--- src/sv/tmm_pkg.sv ---
// Shared types and constants for the tilt median mecanum drive mixer.
// Used by the sort cells, the sort chain, the mixing pipeline, the top level
// and the checker.
package tmm_pkg;

	// Field widths.
	localparam int ANGLE_W     = 9;
	localparam int DUTY_W      = 10;
	localparam int IN_TDATA_W  = 24;
	localparam int OUT_TDATA_W = 48;
	localparam int CFG_ADDR_W  = 3;

	// Default number of samples per block.
	localparam int BLOCK_SIZE_DEF = 5;

	// Register map: the register index is taken from paddr[2].
	localparam logic REG_DUTY_LIMIT = 1'b0;
	localparam logic [DUTY_W-1:0] DUTY_LIMIT_RST = 10'd999;

	// Angle to command scaling: (x + 90) * 127 / 90 - 127.
	localparam int MAP_OFS  = 90;
	localparam int MAP_GAIN = 127;
	// Exact reciprocal for division by 90 of values below 2^16.
	localparam int DIV90_K  = 46604;
	localparam int DIV90_SH = 22;

	// Command to duty scaling: (v + 127) * 1000 / 127 - 1000.
	localparam int DUTY_GAIN = 1000;
	// Exact reciprocal for division by 127 of values below 2^20.
	localparam int DIV127_K  = 1056833;
	localparam int DIV127_SH = 27;
	localparam int DEAD_ZONE = 300;

	typedef logic signed [ANGLE_W-1:0] angle_t;

	// What one sort cell hands to its right-hand neighbor.
	typedef struct packed {
		logic   gt;     // new sample goes at or left of this cell
		logic   valid;  // cell holds a sample
		angle_t value;
	} link_t;

	// One wheel command as it leaves the mixer.
	typedef struct packed {
		logic              fwd;
		logic [DUTY_W-1:0] duty;
	} wheel_cmd_t;

endpackage

--- src/sv/tmm_sort_cell.sv ---
// One cell of the insertion sorter: holds one sample of a block.
// Depends on tmm_pkg for link_t and angle_t.
module tmm_sort_cell import tmm_pkg::*; (
	input  logic   clk,
	input  logic   arst_n,
	input  logic   ins,
	input  logic   clear,
	input  angle_t x,
	input  link_t  prev,
	output link_t  next
);

	logic   valid_q;
	angle_t value_q;
	logic   gt;

	// An empty cell counts as larger than any sample.
	assign gt = !valid_q || (x < value_q);

	assign next.gt    = gt;
	assign next.valid = valid_q;
	assign next.value = value_q;

	// Occupancy.
	always_ff @(posedge clk or negedge arst_n) begin
		if (!arst_n) begin
			valid_q <= 1'b0;
		end else if (clear) begin
			valid_q <= 1'b0;
		end else if (ins && gt) begin
			valid_q <= prev.gt ? prev.valid : 1'b1;
		end
	end

	// Sample: shift in from the left neighbor or take the new sample.
	always_ff @(posedge clk) begin
		if (ins && gt) begin
			value_q <= prev.gt ? prev.value : x;
		end
	end

endmodule

--- src/sv/tmm_sort_chain.sv ---
// Row of sort cells that keeps one block of samples in ascending order.
// Depends on tmm_pkg and tmm_sort_cell.
module tmm_sort_chain import tmm_pkg::*; #(
	parameter int BLOCK_SIZE = BLOCK_SIZE_DEF
) (
	input  logic   clk,
	input  logic   arst_n,
	input  logic   ins,
	input  logic   clear,
	input  angle_t x,
	output angle_t median
);

	localparam int MID = BLOCK_SIZE / 2;

	link_t links [BLOCK_SIZE+1];

	// The left end never shifts anything in.
	assign links[0] = '{gt: 1'b0, valid: 1'b0, value: '0};

	for (genvar i = 0; i < BLOCK_SIZE; i++) begin : g_cell
		tmm_sort_cell u_cell (
			.clk   (clk),
			.arst_n(arst_n),
			.ins   (ins),
			.clear (clear),
			.x     (x),
			.prev  (links[i]),
			.next  (links[i+1])
		);
	end

	assign median = links[MID+1].value;

endmodule

--- src/sv/tmm_mix_pipe.sv ---
// Scaling, mixing, dead zone and clamp of the two block medians.
// Depends on tmm_pkg for constants and wheel_cmd_t.
module tmm_mix_pipe import tmm_pkg::*; (
	input  logic              clk,
	input  logic              arst_n,
	input  logic              in_valid,
	input  angle_t            med_pitch,
	input  angle_t            med_roll,
	input  logic [DUTY_W-1:0] duty_limit,
	output logic              out_valid,
	output wheel_cmd_t        cmd_bd,
	output wheel_cmd_t        cmd_ca
);

	logic v_s2, v_s3, v_s4, v_s5, v_s6;

	// Stage 1: |x + 90| * 127 with its sign.
	logic signed [9:0] sum_p, sum_r;
	logic [9:0]        abs_p, abs_r;
	logic [15:0]       a_p_s2, a_r_s2;
	logic              neg_p_s2, neg_r_s2;

	assign sum_p = {med_pitch[ANGLE_W-1], med_pitch} + 10'(MAP_OFS);
	assign sum_r = {med_roll[ANGLE_W-1], med_roll} + 10'(MAP_OFS);
	assign abs_p = sum_p[9] ? 10'(-sum_p) : 10'(sum_p);
	assign abs_r = sum_r[9] ? 10'(-sum_r) : 10'(sum_r);

	always_ff @(posedge clk) begin
		a_p_s2   <= 16'(abs_p[8:0]) * 16'(MAP_GAIN);
		a_r_s2   <= 16'(abs_r[8:0]) * 16'(MAP_GAIN);
		neg_p_s2 <= sum_p[9];
		neg_r_s2 <= sum_r[9];
	end

	// Stage 2: divide the magnitude by 90 through the reciprocal.
	logic [31:0] prod_p, prod_r;
	logic [8:0]  q_p_s3, q_r_s3;
	logic        neg_p_s3, neg_r_s3;

	assign prod_p = 32'(a_p_s2) * 32'(DIV90_K);
	assign prod_r = 32'(a_r_s2) * 32'(DIV90_K);

	always_ff @(posedge clk) begin
		q_p_s3   <= prod_p[DIV90_SH+8:DIV90_SH];
		q_r_s3   <= prod_r[DIV90_SH+8:DIV90_SH];
		neg_p_s3 <= neg_p_s2;
		neg_r_s3 <= neg_r_s2;
	end

	// Stage 3: restore the sign, subtract 127, mix and offset by 127.
	logic signed [9:0]  qs_p, qs_r, mp, mr;
	logic signed [10:0] mix_bd, mix_ca, off_bd, off_ca;
	logic [10:0]        abs_bd, abs_ca;
	logic [9:0]         vmag_bd_s4, vmag_ca_s4;
	logic               neg_bd_s4, neg_ca_s4;

	assign qs_p   = {1'b0, q_p_s3};
	assign qs_r   = {1'b0, q_r_s3};
	assign mp     = (neg_p_s3 ? -qs_p : qs_p) - 10'(MAP_GAIN);
	assign mr     = (neg_r_s3 ? -qs_r : qs_r) - 10'(MAP_GAIN);
	assign mix_bd = {mr[9], mr} - {mp[9], mp};
	assign mix_ca = -{mp[9], mp} - {mr[9], mr};
	assign off_bd = mix_bd + 11'(MAP_GAIN);
	assign off_ca = mix_ca + 11'(MAP_GAIN);
	assign abs_bd = off_bd[10] ? 11'(-off_bd) : 11'(off_bd);
	assign abs_ca = off_ca[10] ? 11'(-off_ca) : 11'(off_ca);

	always_ff @(posedge clk) begin
		vmag_bd_s4 <= abs_bd[9:0];
		vmag_ca_s4 <= abs_ca[9:0];
		neg_bd_s4  <= off_bd[10];
		neg_ca_s4  <= off_ca[10];
	end

	// Stage 4: multiply the magnitude by 1000.
	logic [19:0] a_bd_s5, a_ca_s5;
	logic        neg_bd_s5, neg_ca_s5;

	always_ff @(posedge clk) begin
		a_bd_s5   <= 20'(vmag_bd_s4) * 20'(DUTY_GAIN);
		a_ca_s5   <= 20'(vmag_ca_s4) * 20'(DUTY_GAIN);
		neg_bd_s5 <= neg_bd_s4;
		neg_ca_s5 <= neg_ca_s4;
	end

	// Stage 5: divide by 127 through the reciprocal.
	logic [40:0] prod_bd, prod_ca;
	logic [12:0] q_bd_s6, q_ca_s6;
	logic        neg_bd_s6, neg_ca_s6;

	assign prod_bd = 41'(a_bd_s5) * 41'(DIV127_K);
	assign prod_ca = 41'(a_ca_s5) * 41'(DIV127_K);

	always_ff @(posedge clk) begin
		q_bd_s6   <= prod_bd[DIV127_SH+12:DIV127_SH];
		q_ca_s6   <= prod_ca[DIV127_SH+12:DIV127_SH];
		neg_bd_s6 <= neg_bd_s5;
		neg_ca_s6 <= neg_ca_s5;
	end

	// Stage 6: subtract 1000, apply the dead zone and the duty clamp.
	function automatic wheel_cmd_t shape(input logic [12:0] q, input logic neg,
			input logic [DUTY_W-1:0] lim);
		logic signed [13:0] qs;
		logic signed [13:0] p;
		logic signed [13:0] lims;
		logic [13:0]        mag;
		wheel_cmd_t         cmd;
		qs   = {1'b0, q};
		lims = {4'b0, lim};
		p    = (neg ? -qs : qs) - 14'(DUTY_GAIN);
		if (p < 14'(DEAD_ZONE) && p > -14'(DEAD_ZONE)) begin
			p = '0;
		end
		if (p > lims) begin
			p = lims;
		end
		if (p < -lims) begin
			p = -lims;
		end
		mag      = p[13] ? 14'(-p) : 14'(p);
		cmd.fwd  = !p[13];
		cmd.duty = mag[DUTY_W-1:0];
		return cmd;
	endfunction

	assign cmd_bd    = shape(q_bd_s6, neg_bd_s6, duty_limit);
	assign cmd_ca    = shape(q_ca_s6, neg_ca_s6, duty_limit);
	assign out_valid = v_s6;

	// Valid bits travel alongside the data.
	always_ff @(posedge clk or negedge arst_n) begin
		if (!arst_n) begin
			v_s2 <= 1'b0;
			v_s3 <= 1'b0;
			v_s4 <= 1'b0;
			v_s5 <= 1'b0;
			v_s6 <= 1'b0;
		end else begin
			v_s2 <= in_valid;
			v_s3 <= v_s2;
			v_s4 <= v_s3;
			v_s5 <= v_s4;
			v_s6 <= v_s5;
		end
	end

endmodule

--- src/sv/tilt_median_mecanum_drive_mixer.sv ---
// Result path: block end, flush, median capture register, mixer stages, output register, m_tvalid.
// Throughput: one sample beat per cycle, except that s_tready drops after each
// block's last beat while the medians are read out of the sort cells; a block's last
// beat waits while the previous result is still in the mixer or the output register.
// Reset: sort cells empty, sample count zero, duty_limit 999, no result pending.
module tilt_median_mecanum_drive_mixer import tmm_pkg::*; #(
	parameter int BLOCK_SIZE = BLOCK_SIZE_DEF
) (
	input  logic                   clk,
	input  logic                   arst_n,
	// Input beats
	input  logic                   s_tvalid,
	output logic                   s_tready,
	input  logic [IN_TDATA_W-1:0]  s_tdata,  // pitch_angle[8:0], roll_angle[17:9], zeros
	// Result beats
	output logic                   m_tvalid,
	input  logic                   m_tready,
	output logic [OUT_TDATA_W-1:0] m_tdata,  // b_fwd, b_duty, c_fwd, c_duty, d_fwd,
	                                         // d_duty, a_fwd, a_duty, zeros
	// Configuration
	input  logic                   psel,
	input  logic                   penable,
	input  logic                   pwrite,
	input  logic [CFG_ADDR_W-1:0]  paddr,
	input  logic [31:0]            pwdata,
	output logic [31:0]            prdata,
	output logic                   pready
);

	localparam int CNT_W = $clog2(BLOCK_SIZE);

	logic [DUTY_W-1:0] duty_limit_q;
	logic [CNT_W-1:0]  cnt_q;
	logic              flush_q;
	logic              busy_q;
	logic              in_beat, last_slot, out_beat;
	angle_t            pitch_in, roll_in, med_p, med_r;
	angle_t            med_p_s1, med_r_s1;
	logic              v_s1;
	logic              pipe_valid;
	wheel_cmd_t        cmd_bd, cmd_ca;
	logic              m_tvalid_q;
	logic [OUT_TDATA_W-1:0] m_tdata_q;

	// Configuration register.
	assign pready = 1'b1;
	assign prdata = (paddr[2] == REG_DUTY_LIMIT) ? 32'(duty_limit_q) : '0;

	always_ff @(posedge clk or negedge arst_n) begin
		if (!arst_n) begin
			duty_limit_q <= DUTY_LIMIT_RST;
		end else if (psel && penable && pwrite && pready && paddr[2] == REG_DUTY_LIMIT) begin
			duty_limit_q <= pwdata[DUTY_W-1:0];
		end
	end

	// Input handshake and block counting.
	assign pitch_in  = s_tdata[ANGLE_W-1:0];
	assign roll_in   = s_tdata[2*ANGLE_W-1:ANGLE_W];
	assign last_slot = (cnt_q == CNT_W'(BLOCK_SIZE - 1));
	assign s_tready  = !flush_q && !(last_slot && busy_q);
	assign in_beat   = s_tvalid && s_tready;
	assign out_beat  = m_tvalid_q && m_tready;

	always_ff @(posedge clk or negedge arst_n) begin
		if (!arst_n) begin
			cnt_q   <= '0;
			flush_q <= 1'b0;
			busy_q  <= 1'b0;
			v_s1    <= 1'b0;
		end else begin
			flush_q <= in_beat && last_slot;
			v_s1    <= flush_q;
			if (in_beat) begin
				cnt_q <= last_slot ? '0 : cnt_q + CNT_W'(1);
			end
			if (flush_q) begin
				busy_q <= 1'b1;
			end else if (out_beat) begin
				busy_q <= 1'b0;
			end
		end
	end

	// Sorters for the two channels.
	tmm_sort_chain #(.BLOCK_SIZE(BLOCK_SIZE)) u_sort_pitch (
		.clk   (clk),
		.arst_n(arst_n),
		.ins   (in_beat),
		.clear (flush_q),
		.x     (pitch_in),
		.median(med_p)
	);

	tmm_sort_chain #(.BLOCK_SIZE(BLOCK_SIZE)) u_sort_roll (
		.clk   (clk),
		.arst_n(arst_n),
		.ins   (in_beat),
		.clear (flush_q),
		.x     (roll_in),
		.median(med_r)
	);

	// Capture the medians while the cells are cleared.
	always_ff @(posedge clk) begin
		if (flush_q) begin
			med_p_s1 <= med_p;
			med_r_s1 <= med_r;
		end
	end

	tmm_mix_pipe u_mix (
		.clk       (clk),
		.arst_n    (arst_n),
		.in_valid  (v_s1),
		.med_pitch (med_p_s1),
		.med_roll  (med_r_s1),
		.duty_limit(duty_limit_q),
		.out_valid (pipe_valid),
		.cmd_bd    (cmd_bd),
		.cmd_ca    (cmd_ca)
	);

	// Output register; wheels B and D share one mix, C and A the other.
	always_ff @(posedge clk or negedge arst_n) begin
		if (!arst_n) begin
			m_tvalid_q <= 1'b0;
		end else if (pipe_valid) begin
			m_tvalid_q <= 1'b1;
		end else if (out_beat) begin
			m_tvalid_q <= 1'b0;
		end
	end

	always_ff @(posedge clk) begin
		if (pipe_valid) begin
			m_tdata_q <= {4'b0, cmd_ca.duty, cmd_ca.fwd, cmd_bd.duty, cmd_bd.fwd,
				cmd_ca.duty, cmd_ca.fwd, cmd_bd.duty, cmd_bd.fwd};
		end
	end

	assign m_tvalid = m_tvalid_q;
	assign m_tdata  = m_tdata_q;

endmodule

--- config.mk ---
export PLATFORM = sky130hd
export DESIGN_NAME = tilt_median_mecanum_drive_mixer
export DESIGN_NICKNAME = d
export VERILOG_FILES = /design/src/sv/tmm_pkg.sv /design/src/sv/tmm_sort_cell.sv /design/src/sv/tmm_sort_chain.sv /design/src/sv/tmm_mix_pipe.sv /design/src/sv/tilt_median_mecanum_drive_mixer.sv
export SDC_FILE = /design/constraint.sdc
export NUM_CORES = 2
export LEC_CHECK = 0
export BUFFER_PORTS_ARGS = -buffer_cell sky130_fd_sc_hd__buf_2
export CAP_MARGIN = 25
export CORE_MARGIN = 8
export CORE_UTILIZATION = 40
export DETAILED_ROUTE_END_ITERATION = 7
export MAX_ROUTING_LAYER = met4
export PLACE_DENSITY = 0.58
export SLEW_MARGIN = 20
export SYNTH_ARGS = -nofsm -noshare
export SYNTH_HDL_FRONTEND = slang
export SYNTH_SLANG_ARGS = --single-unit
--- constraint.sdc ---
create_clock -name clk -period 9.1 [get_ports clk]
set_input_delay 1.82 -clock clk [delete_from_list [all_inputs] [get_ports clk]]
set_output_delay 1.82 -clock clk [all_outputs]
set_load 0.03 [all_outputs]
Yosys cells after proc, flatten, opt, wreduce, memory -nomap -nowiden:

Cells that the tools add are included.

* bits of input ports: 66
* memories kept: 0
* latch bits: 0
* bits in writable memories: 0
* bits in registers: 284
* memory bits (read-only): 0

* reductions and logical operators: 40
* $mul: 8
* eq/ne operators: 1
* shift-type cells: 0
* mux-type cells: 41
* div/mod/pow operators: 0
* order comparisons: 14
* add/subtract/negate cells: 23
* bitwise logic cells: 1

Operators with widths (number)
* $mux W14: 8
* $mul A17 B21 Y37 const B: 2
* $mux W10: 7
* $mul A16 B14 Y29 const B: 2
* $lt A9 B9 Y1: 6
* $mux W9: 6
* $neg A10 Y10: 4
* $mul A10 B7 Y17 const B: 2
* $mul A9 B7 Y16 const B: 2
* $gt A14 B10 Y1 const B: 2
* $gt A14 B11 Y1: 2
* $lt A14 B10 Y1 const B: 2
* $lt A14 B14 Y1: 2
* $neg A13 Y14: 2
* $sub A14 B11 Y14 const B: 2
* $add A11 B8 Y11 const B: 2
* $add A9 B8 Y10 const B: 2
* $neg A9 Y10: 2
* $sub A10 B8 Y10 const B: 2
* $mux W1: 19
* $neg A9 Y9: 2
* $logic_and A1 B1 Y1: 16
* $reduce_bool A2 Y1: 8
* $neg A10 Y14: 1
* other kinds (9): 23

Logic depth before layout (Yosys ltp):

* depth after elaboration: 12
* mapped depth: 50

By module:

A second synthesis with hierarchy kept.

* cells, all modules: 3386
* area, all modules: 33022.9 µm²

Modules (own cells, without submodules)
* tmm_mix_pipe: times used 1, cells an instance 2840, area each 26251.4 µm²
* tmm_sort_cell: times used 6, cells an instance 65, area each 726.9 µm²
* tilt_median_mecanum_drive_mixer: times used 1, cells an instance 154, area each 2402.3 µm²
* tmm_sort_chain: times used 2, cells an instance 1, area each 3.8 µm²

Least setup slack after synthesis:

Ideal clock, no wire load.

* path kind: register to register
* from: register u_mix.q_ca_s6[0]
* to: register m_tdata_q[40] (netlist: m_tdata[40]) (data pin)
* setup slack: 144 ps
* period minus slack after synthesis: 8956 ps
* data arrival time: 8691 ps
* cell stages (with the launch flop): 44
* data required time: 8835 ps
* path buffers: 7
* path through: dfxtp_1 > clkbuf_1 > inv_1 > ha_1 > clkbuf_1 > or3b_2 > a21boi_0 > nor2_1 > ha_1 > clkbuf_1 > xnor2_1 > o22ai_1 > nor3b_1 > o22ai_1 > mux2i_1 > buf_2 > nor2_1 > ha_1 > [... 8 more ...] > buf_1 > mux2_2 > ha_1 > a21o_1 > a221o_1 > a21oi_1 > nor3_1 > a311oi_1 > o311a_1 > a32oi_1 > o2bb2ai_1 > buf_4 > buf_4 > o21ai_0 > ha_1 > and3_1 > a311oi_1 > xnor2_1

RTL lines
* start: declaration: RTL line tmm_mix_pipe.sv:88 `logic [12:0] q_bd_s6, q_ca_s6;`
* start signal: assignment: RTL line tmm_mix_pipe.sv:96 `q_ca_s6 <= prod_ca[DIV127_SH+12:DIV127_SH];`
* end signal: assignment: RTL line tilt_median_mecanum_drive_mixer.sv:137 `m_tdata_q <= {4'b0, cmd_ca.duty, cmd_ca.fwd, cmd_bd.duty, cmd_bd.fwd,`
* end: declaration: RTL line tilt_median_mecanum_drive_mixer.sv:43 `logic [OUT_TDATA_W-1:0] m_tdata_q;`

==> metrics <==
outcome finished clean; Max clock buf depth 3; average detailed-routed wire length per instance about 14 um; cell type with the highest aggregate area in the netlist ha_1; average cell area after synthesis about 9.6 sq um; element type at the critical path start register; Final Skew between 0.02 and 0.03 ns; total via count after detailed routing roughly 21,000; clock transition at the registers of the reported paths approximately 0.06 ns; fill cell total of the finished layout 7,579; Register Area 6300 sq um; Layout Cell Area excl Fill between 30,000 and 40,000 sq um; required time of the critical path ~9.4 ns; final net count between 4,000 and 5,000; Placement Rows just over 100; Highest Clock Rate 0.116 GHz; category of the critical setup timing path register to register; pin count of the biggest net entering global routing 29; setup ws final ~0.45 ns; number of detailed-route iterations in the first pass 5; worst slack at placement about 0.15 ns; min cycle time layout slightly below 9 ns; Core Box Area approximately 77,000 sq um; Final Hold Violating Endpoints 0; post-route antenna net violation count 0; Slew headroom 0.404; starting density of the core 0.403; global-route wire length before repair a little over 100,000 um; WHS approximately 0.31 ns; via count of the first global-routing pass about 22,000; Critical Path AT between 8 and 9 ns; total of flip-flops plus latches after synthesis 260; number of I/O port buffers 91; Die Area ~87,000 sq um; worst hold path type register to register; width of the chip just under 300 um; antenna violations before repair 0; number of clock sinks 260; clock latency on the worst-skew pair roughly 0.55 ns; total half-perimeter wirelength after legalization and detailed placement roughly 51,000 um; clock tree from TritonCTS done; share of layout cells above drive strength 1 0.0903; total number of H-tree levels 2; number of cells produced by synthesis 3,242; area of the mapped netlist 31,300 sq um; number of warning messages in the yosys log 0; critical path peak fanout 12; area added between synthesis and finish 9.47%; number of maximum-capacitance constraint violations 0; number of enable-type register cells in the synthesized netlist 94; Multi-input gate area ~22,000 sq um; dominant synthesized flop cell dfxtp_1; Pins Over Slew Limit 0; TNS Setup 0 ns; number of buffers created by CTS 34; Yosys cell types 100; Top cell by count, worst path o21a_1; master of the slowest instance on the critical path or4_4; routed wire length ~60,000 um; weighted congestion reported at the end of routability-driven placement just under 0.9; vias per std cell ~4.9; instance area after placement 32,800 sq um; area share of the largest cell type after synthesis 0.267; top cells by area in the synthesized netlist ha_1 (27%), fa_1 (15%), edfxtp_1 (9.0%); Ports 149; share of the cycle needed by the critical path after routing 0.951; share of synthesized area occupied by flip-flops and latches 0.201; number of design rule violations left after detail routing 0; slowest cell delay on critical path between 0.6 and 0.7 ns; Crit. End Element register; total of endpoints with negative setup slack in the final report 0; number of violations reported at the end of detailed-routing iteration 0 roughly 700; overall fraction of global-route tracks in use 0.144; CTS Root Buffer Type clkbuf_16; Async SR Flop Fraction 0.108; total overflow reported by the global router 0; actual slew at the worst max-slew pin 0.894 ns; Die H slightly below 300 um
[worst paths after layout]
| check | startpoint | end | slack (ns) | cells past startpoint |
|---|---|---|---|---|
| setup / recovery | u_mix.q_ca_s6[6] | m_tdata[40] | 0.45 | 38 |
| hold / removal | u_mix.neg_bd_s5 | u_mix.neg_bd_s6 | 0.31 | 0 |
| setup reg to reg | u_mix.q_ca_s6[6] | m_tdata[40] | 0.45 | 38 |
| hold reg to reg | u_mix.neg_bd_s5 | u_mix.neg_bd_s6 | 0.31 | 0 |
| max in group asynchronous | arst_n | duty_limit_q[4] | 7.11 | 1 |
| min in group asynchronous | arst_n | m_tvalid | 1.39 | 1 |
[what timing repair did]
item	CTS	global route
hold buffers	0	0
endpoints found under the setup margin	0	19
buffers inserted	0	7
resized for setup	0	24
[Yosys cell counts (8+ instances only)]
library cell	count
inv_1	577
o21bai_1	40
nand3_1	31
dfxtp_1	138
nand4_1	13
nand3b_1	8
a31oi_1	26
o22ai_1	10
dfstp_2	8
or2_2	8
xor2_1	67
fa_1	238
a211oi_1	14
nor3_1	32
o31ai_1	23
nand2_1	125
ha_1	667
o21ai_0	123
nor4_1	9
mux2i_1	20
edfxtp_1	94
nand2b_1	43
and2_1	11
nor2_1	170
o21a_1	25
xnor2_1	179
a21o_1	44
nor2b_1	40
dfrtp_1	20
and3_1	20
buf_4	52
mux2_2	30
a21oi_1	144
clkbuf_1	27
or3_1	14
[per-stage QoR]
step,utilization,instances
2_1_floorplan,-,3267
3_3_place_gp,0.424,4346
3_5_place_dp,0.424,4346
4_1_cts,0.439,4408
5_1_grt,0.442,4416
6_report,0.442,4417
[critical path: cells and delay by family, from the launching register on]
kind | cells | cell delay, ns
multiplexers | 3 | 0.86
adder cells (fa/ha/maj) | 3 | 0.79
XOR/XNOR | 1 | 0.11
flip-flops | 1 | 0.37
AND/OR/NAND/NOR | 8 | 1.88
AO/OA/AOI/OAI | 19 | 3.80
buffers and inverters | 4 | 0.60
[layer usage]
layer / up-vias / track usage / wire length [um]
li1: 11087 / - / -
met1: 10041 / 0.181 / 28200
met2: 286 / 0.248 / 28700
met3: 84 / 0.0170 / 2030
met4: 0 / 0.0342 / 1260
met5: - / - / 0
[placed cells by master, fill, tap and decap left out, drive strengths merged, types with 32 or more instances in the layout]
| cell | synthesis | layout |
|---|---|---|
| a21o | 44 | 44 |
| a21oi | 146 | 146 |
| buf | 64 | 138 |
| clkbuf | 27 | 46 |
| dfxtp | 138 | 138 |
| edfxtp | 94 | 94 |
| fa | 238 | 238 |
| ha | 667 | 667 |
| inv | 578 | 581 |
| mux2 | 32 | 32 |
| nand2 | 126 | 126 |
| nand2b | 43 | 43 |
| nor2 | 172 | 172 |
| nor2b | 40 | 40 |
| nor3 | 36 | 36 |
| o21ai | 128 | 128 |
| o21bai | 40 | 40 |
| xnor2 | 179 | 179 |
| xor2 | 67 | 67 |
[cell families after synthesis]
| group | share of synthesized area |
|---|---|
| fa+ha+maj | 0.419 |
| buf+inv | 0.0874 |
| simple gates | 0.0906 |
| compound gates | 0.114 |
| flops | 0.201 |
| xor+xnor | 0.0689 |
| mux | 0.0184 |
| other cells | 0.000240 |
[registers in the layout, summed over array words and instances, names as in the netlist, 9 cells and up]
signal                              cells
u_sort_pitch.g_cell.u_cell.value_q     27
u_sort_roll.g_cell.u_cell.value_q      27
m_tdata                                22
u_mix.a_bd_s5                          17
u_mix.a_ca_s5                          16
u_mix.a_p_s2                           16
u_mix.a_r_s2                           16
u_mix.q_bd_s6                          13
u_mix.q_ca_s6                          13
duty_limit_q                           10
u_mix.vmag_bd_s4                       10
med_p_s1                                9
med_r_s1                                9
u_mix.q_p_s3                            9
u_mix.q_r_s3                            9
u_mix.vmag_ca_s4                        9
[area by class of cell]
cell class / count / area share
sequential: 260 / 0.184
clock buffer: 46 / 0.0289
inverter: 579 / 0.0635
multi-input combinational: 2337 / 0.656
antenna: 1 / 0.0000731
timing repair buffer: 138 / 0.0238
clock inverter: 16 / 0.00574
tap: 1040 / 0.0380
Power is left out: the tool's default activity adds up to more than one toggle a clock period on the data nets, which glitch-free logic cannot reach.
